$ cat src/ukal_ram.sv
// Generic single-port-write, single-port-read RAM with registered read.
`default_nettype none
module ukal_ram #(
   parameter int WIDTH = 8,
   parameter int DEPTH = 16
) (
   input  wire logic                     clock,
   input  wire logic                     wr_en,
   input  wire logic [$clog2(DEPTH)-1:0] wr_addr,
   input  wire logic [WIDTH-1:0]         wr_data,
   input  wire logic [$clog2(DEPTH)-1:0] rd_addr,
   output logic      [WIDTH-1:0]         rd_data
);
   logic [WIDTH-1:0] mem [DEPTH];

   // Write and registered read
   always_ff @(posedge clock) begin
      if (wr_en) begin
         mem[wr_addr] <= wr_data;
      end
      rd_data <= mem[rd_addr];
   end
endmodule
`default_nettype wire

$ cat config.mk
export PLATFORM = sky130hd
export DESIGN_NAME = ukal_ram
export DESIGN_NICKNAME = d
export VERILOG_FILES = /design/src/ukal_ram.sv
export SDC_FILE = /design/constraint.sdc
export NUM_CORES = 1
export LEC_CHECK = 0
export BUFFER_PORTS_ARGS = -buffer_cell sky130_fd_sc_hd__buf_2
export CORE_ASPECT_RATIO = 1.5
export CORE_UTILIZATION = 30
export DETAILED_ROUTE_END_ITERATION = 7
export PLACE_DENSITY = 0.43
export SLEW_MARGIN = 40
export SYNTH_ARGS = -nofsm -noshare
export SYNTH_HDL_FRONTEND = slang
export SYNTH_SLANG_ARGS = --single-unit
$ cat constraint.sdc
create_clock -name clock -period 2.63 [get_ports clock]
set_input_delay 0.1315 -clock clock [delete_from_list [all_inputs] [get_ports clock]]
set_output_delay 0.1315 -clock clock [all_outputs]
set_load 0.03 [all_outputs]
==> flow_metrics.env <==
export IMPL_post_dp_cell_area_um2=5584
export IMPL_intPower_w=0.004038
export IMPL_seq_area_frac_synth=0.7778
export IMPL_cts_tree="built"
export IMPL_rsz0062_at_grt="no"
export IMPL_setup_worst_path_class="flip-flop to flip-flop"
export IMPL_grt_total_usage=0.1357
export IMPL_worstSetupStartpointType="flip-flop"
export IMPL_finalHoldViolCount=0
export IMPL_cp_end_kind="flip-flop"
export IMPL_ctsLongestPathBuffers=2
export IMPL_comb_power_share=0.050
export IMPL_fin_skew_ns=0.005228
export IMPL_critical_path_top_delay_family="multiplexers"
export IMPL_floorplan_rows=58
export IMPL_max_stage_delay_ns=0.49
export IMPL_period_share=0.5339
export IMPL_grt_pass1_vias=2619
export IMPL_synthToLayoutAreaGrowth_pct=20.05
export IMPL_sw_frac_of_total=0.1967
export IMPL_insertedDiodeCount=0
export IMPL_drt_iter0_drc=115
export IMPL_antenna_left=0
export IMPL_synthCells=229
export IMPL_routedWlPerCell_um=21.70
export IMPL_yosysMostFrequentCell="edfxtp_1"
export IMPL_period_needed_ns=1.404
export IMPL_cts_root_buf="clkbuf_16"
export IMPL_synth_edf_count=128
export IMPL_n_fill_cell=1536
export IMPL_tns_ns=0
export IMPL_maxCapViolCount=0
export IMPL_drc=0
export IMPL_num_vias=2364
export IMPL_multi_input_area_um2=1060
export IMPL_viasPerCell=4.709
export IMPL_initial_core_util=0.3071
export IMPL_drive_gt1_frac=0.3082
export IMPL_synth_common_cells="128 x edfxtp_1, 18 x mux4_2, 16 x a22oi_1"
export IMPL_grt_max_degree=33
export IMPL_max_freq_ghz=0.7122
export IMPL_vdd_drop_max_mv=0.4208
export IMPL_pwr_share_clk=0.465
export IMPL_numClockSinks=136
export IMPL_gp_congestion=0.7192
export IMPL_arrival_ns=1.67
export IMPL_dpl_hpwl_um=7173
export IMPL_p_per_area_nw_per_um2=813.4
export IMPL_tightest_slew_ns=0.7426
export IMPL_antenna_found_initial=0
export IMPL_synth_top_area_frac=0.7467
export IMPL_cts_buffers=17
export IMPL_slew_violations=0
export IMPL_routed_wl_um=10890
export IMPL_synthFlopType="edfxtp_1"
export IMPL_status="finished clean"
export IMPL_ys_warn_count=0
export IMPL_io_buffer_count=25
export IMPL_cts_resized=0
export IMPL_power_switching_w=0.0009887
export IMPL_critPathRequiredTime_ns=2.90
export IMPL_crit_fanout=1
export IMPL_grt_ovfl_total=0
export IMPL_netlist_top_cell_by_area="edfxtp_1"
export IMPL_crit_chain="mux4_2 > a22oi_1 > nand2_1"
export IMPL_clkSlewWorstSetupHoldPaths_ns=0.06
export IMPL_min_path_type="primary input to flip-flop"
export IMPL_ys_ff_latch=136
export IMPL_avgSynthCellArea_um2=22.48
export IMPL_fp_dieH_um=162.4
export IMPL_critPathBufInv=0
export IMPL_finalSetupViolations=0
export IMPL_die_area_um2=17700
export IMPL_cts_setup_buffers=0
export IMPL_synth_area_leaders="edfxtp_1 75%, mux4_2 7.9%, mux4_1 7.1%"
export IMPL_slowest_stage="mux4_2"
export IMPL_final_cell_area_um2=6180
export IMPL_p_leak_nw=2.073
export IMPL_regArea_um2=4004
export IMPL_synthDistinctLibCells=19
export IMPL_fin_nets=297
export IMPL_seq_power_share=0.485
export IMPL_synthArstFlopShare=0
export IMPL_htree_levels=4
export IMPL_dr_pass1_iters=4
export IMPL_hold_buffers=0
export IMPL_die_x_um=109.0
export IMPL_synth_nets=247
export IMPL_clk_latency_ns=0.40
export IMPL_grt_pass1_wl_um=16300
export IMPL_slew_headroom=0.5031
export IMPL_core_um2=16760
export IMPL_io_pins=26
export IMPL_netlist_area_um2=5147
==> worst paths after layout <==
path / from / to / slack (ns) / cells after the start
max: mem[3][7] / rd_data[7] / 1.23 / 3
min: wr_data[6] / mem[6][6] / 0.14 / 1
max reg2reg: mem[3][7] / rd_data[7] / 1.23 / 3
min reg2reg: mem[15][5] / rd_data[5] / 0.67 / 3
==> kinds of logic after synthesis <==
| kind of cell | count (synthesis) | share of synthesized area |
|---|---|---|
| flops | 136 | 0.7778 |
| simple gates | 35 | 0.03184 |
| compound gates | 16 | 0.02334 |
| mux | 32 | 0.1502 |
| buf+inv | 10 | 0.01677 |
==> sequential cells by signal (all words and copies together), names as in the netlist <==
signal	cells
mem	128
rd_data	8
==> worst register-to-register path, stage by stage (launching register included) <==
cell	delay, ns
edfxtp_1	0.38
mux4_2	0.49
a22oi_1	0.30
nand2_1	0.11
==> cell usage in the layout, fill, tap and decap left out <==
master and instances:
edfxtp_1 128, buf_2 25, mux4_2 18, clkbuf_16 17
a22oi_1 16, buf_4 15, mux4_1 14, nor2_1 12
nand2_1 9, dfxtp_1 8, clkbuf_8 5, nor3_1 4
clkinv_2 3, clkbuf_1 3, nand3b_1 2, nand2b_1 2
bufinv_16 2, clkinvlp_4 2, nor2b_1 1, and2_1 1
and2b_1 1, nand3_1 1, or3b_2 1, nor2_2 1
buf_12 1
==> power by group through the flow <==
stage	clock network, W	registers [W]	logic [W]
after CTS	0.00238	0.00244	0.000259
after global placement	0	0.00248	0.000257
after global routing	0.00247	0.00244	0.000275
final	0.00234	0.00244	0.000251
after floorplan	0	0.00251	0.000123
after detailed placement	0	0.00248	0.000259
==> per-stage QoR <==
stage          hold slack [ns]    util  setup WS (ns)  total power, W  cells
2_1_floorplan           0.2304       -          1.006        0.002630    229
4_1_cts                 0.1199  0.3686          1.201        0.005078    502
5_1_grt                 0.1366  0.3686          1.160        0.005190    502
6_report                0.1354  0.3686          1.226        0.005026    502
3_3_place_gp            0.5377  0.3330         0.7808        0.002737    470
3_5_place_dp            0.5462  0.3331         0.8580        0.002741    470
==> routing by layer <==
metal | vias to the layer above | track usage | part of all wire
met3 | 6 | 0.02841 | 0.016
met2 | 33 | 0.2364 | 0.56
met4 | 0 | 0.04975 | 0.010
met5 | - | 0 | 0
met1 | 1258 | 0.1626 | 0.41
li1 | 1067 | - | -
==> area by class of cell <==
type                       instances  share of cell area
clock buffer                      25             0.08180
multi-input combinational         83              0.1715
sequential                       136              0.6479
clock inverter                     7             0.01458
tap                              210             0.04252
timing repair buffer              41             0.04171
Power figures use the tool's default switching activity.
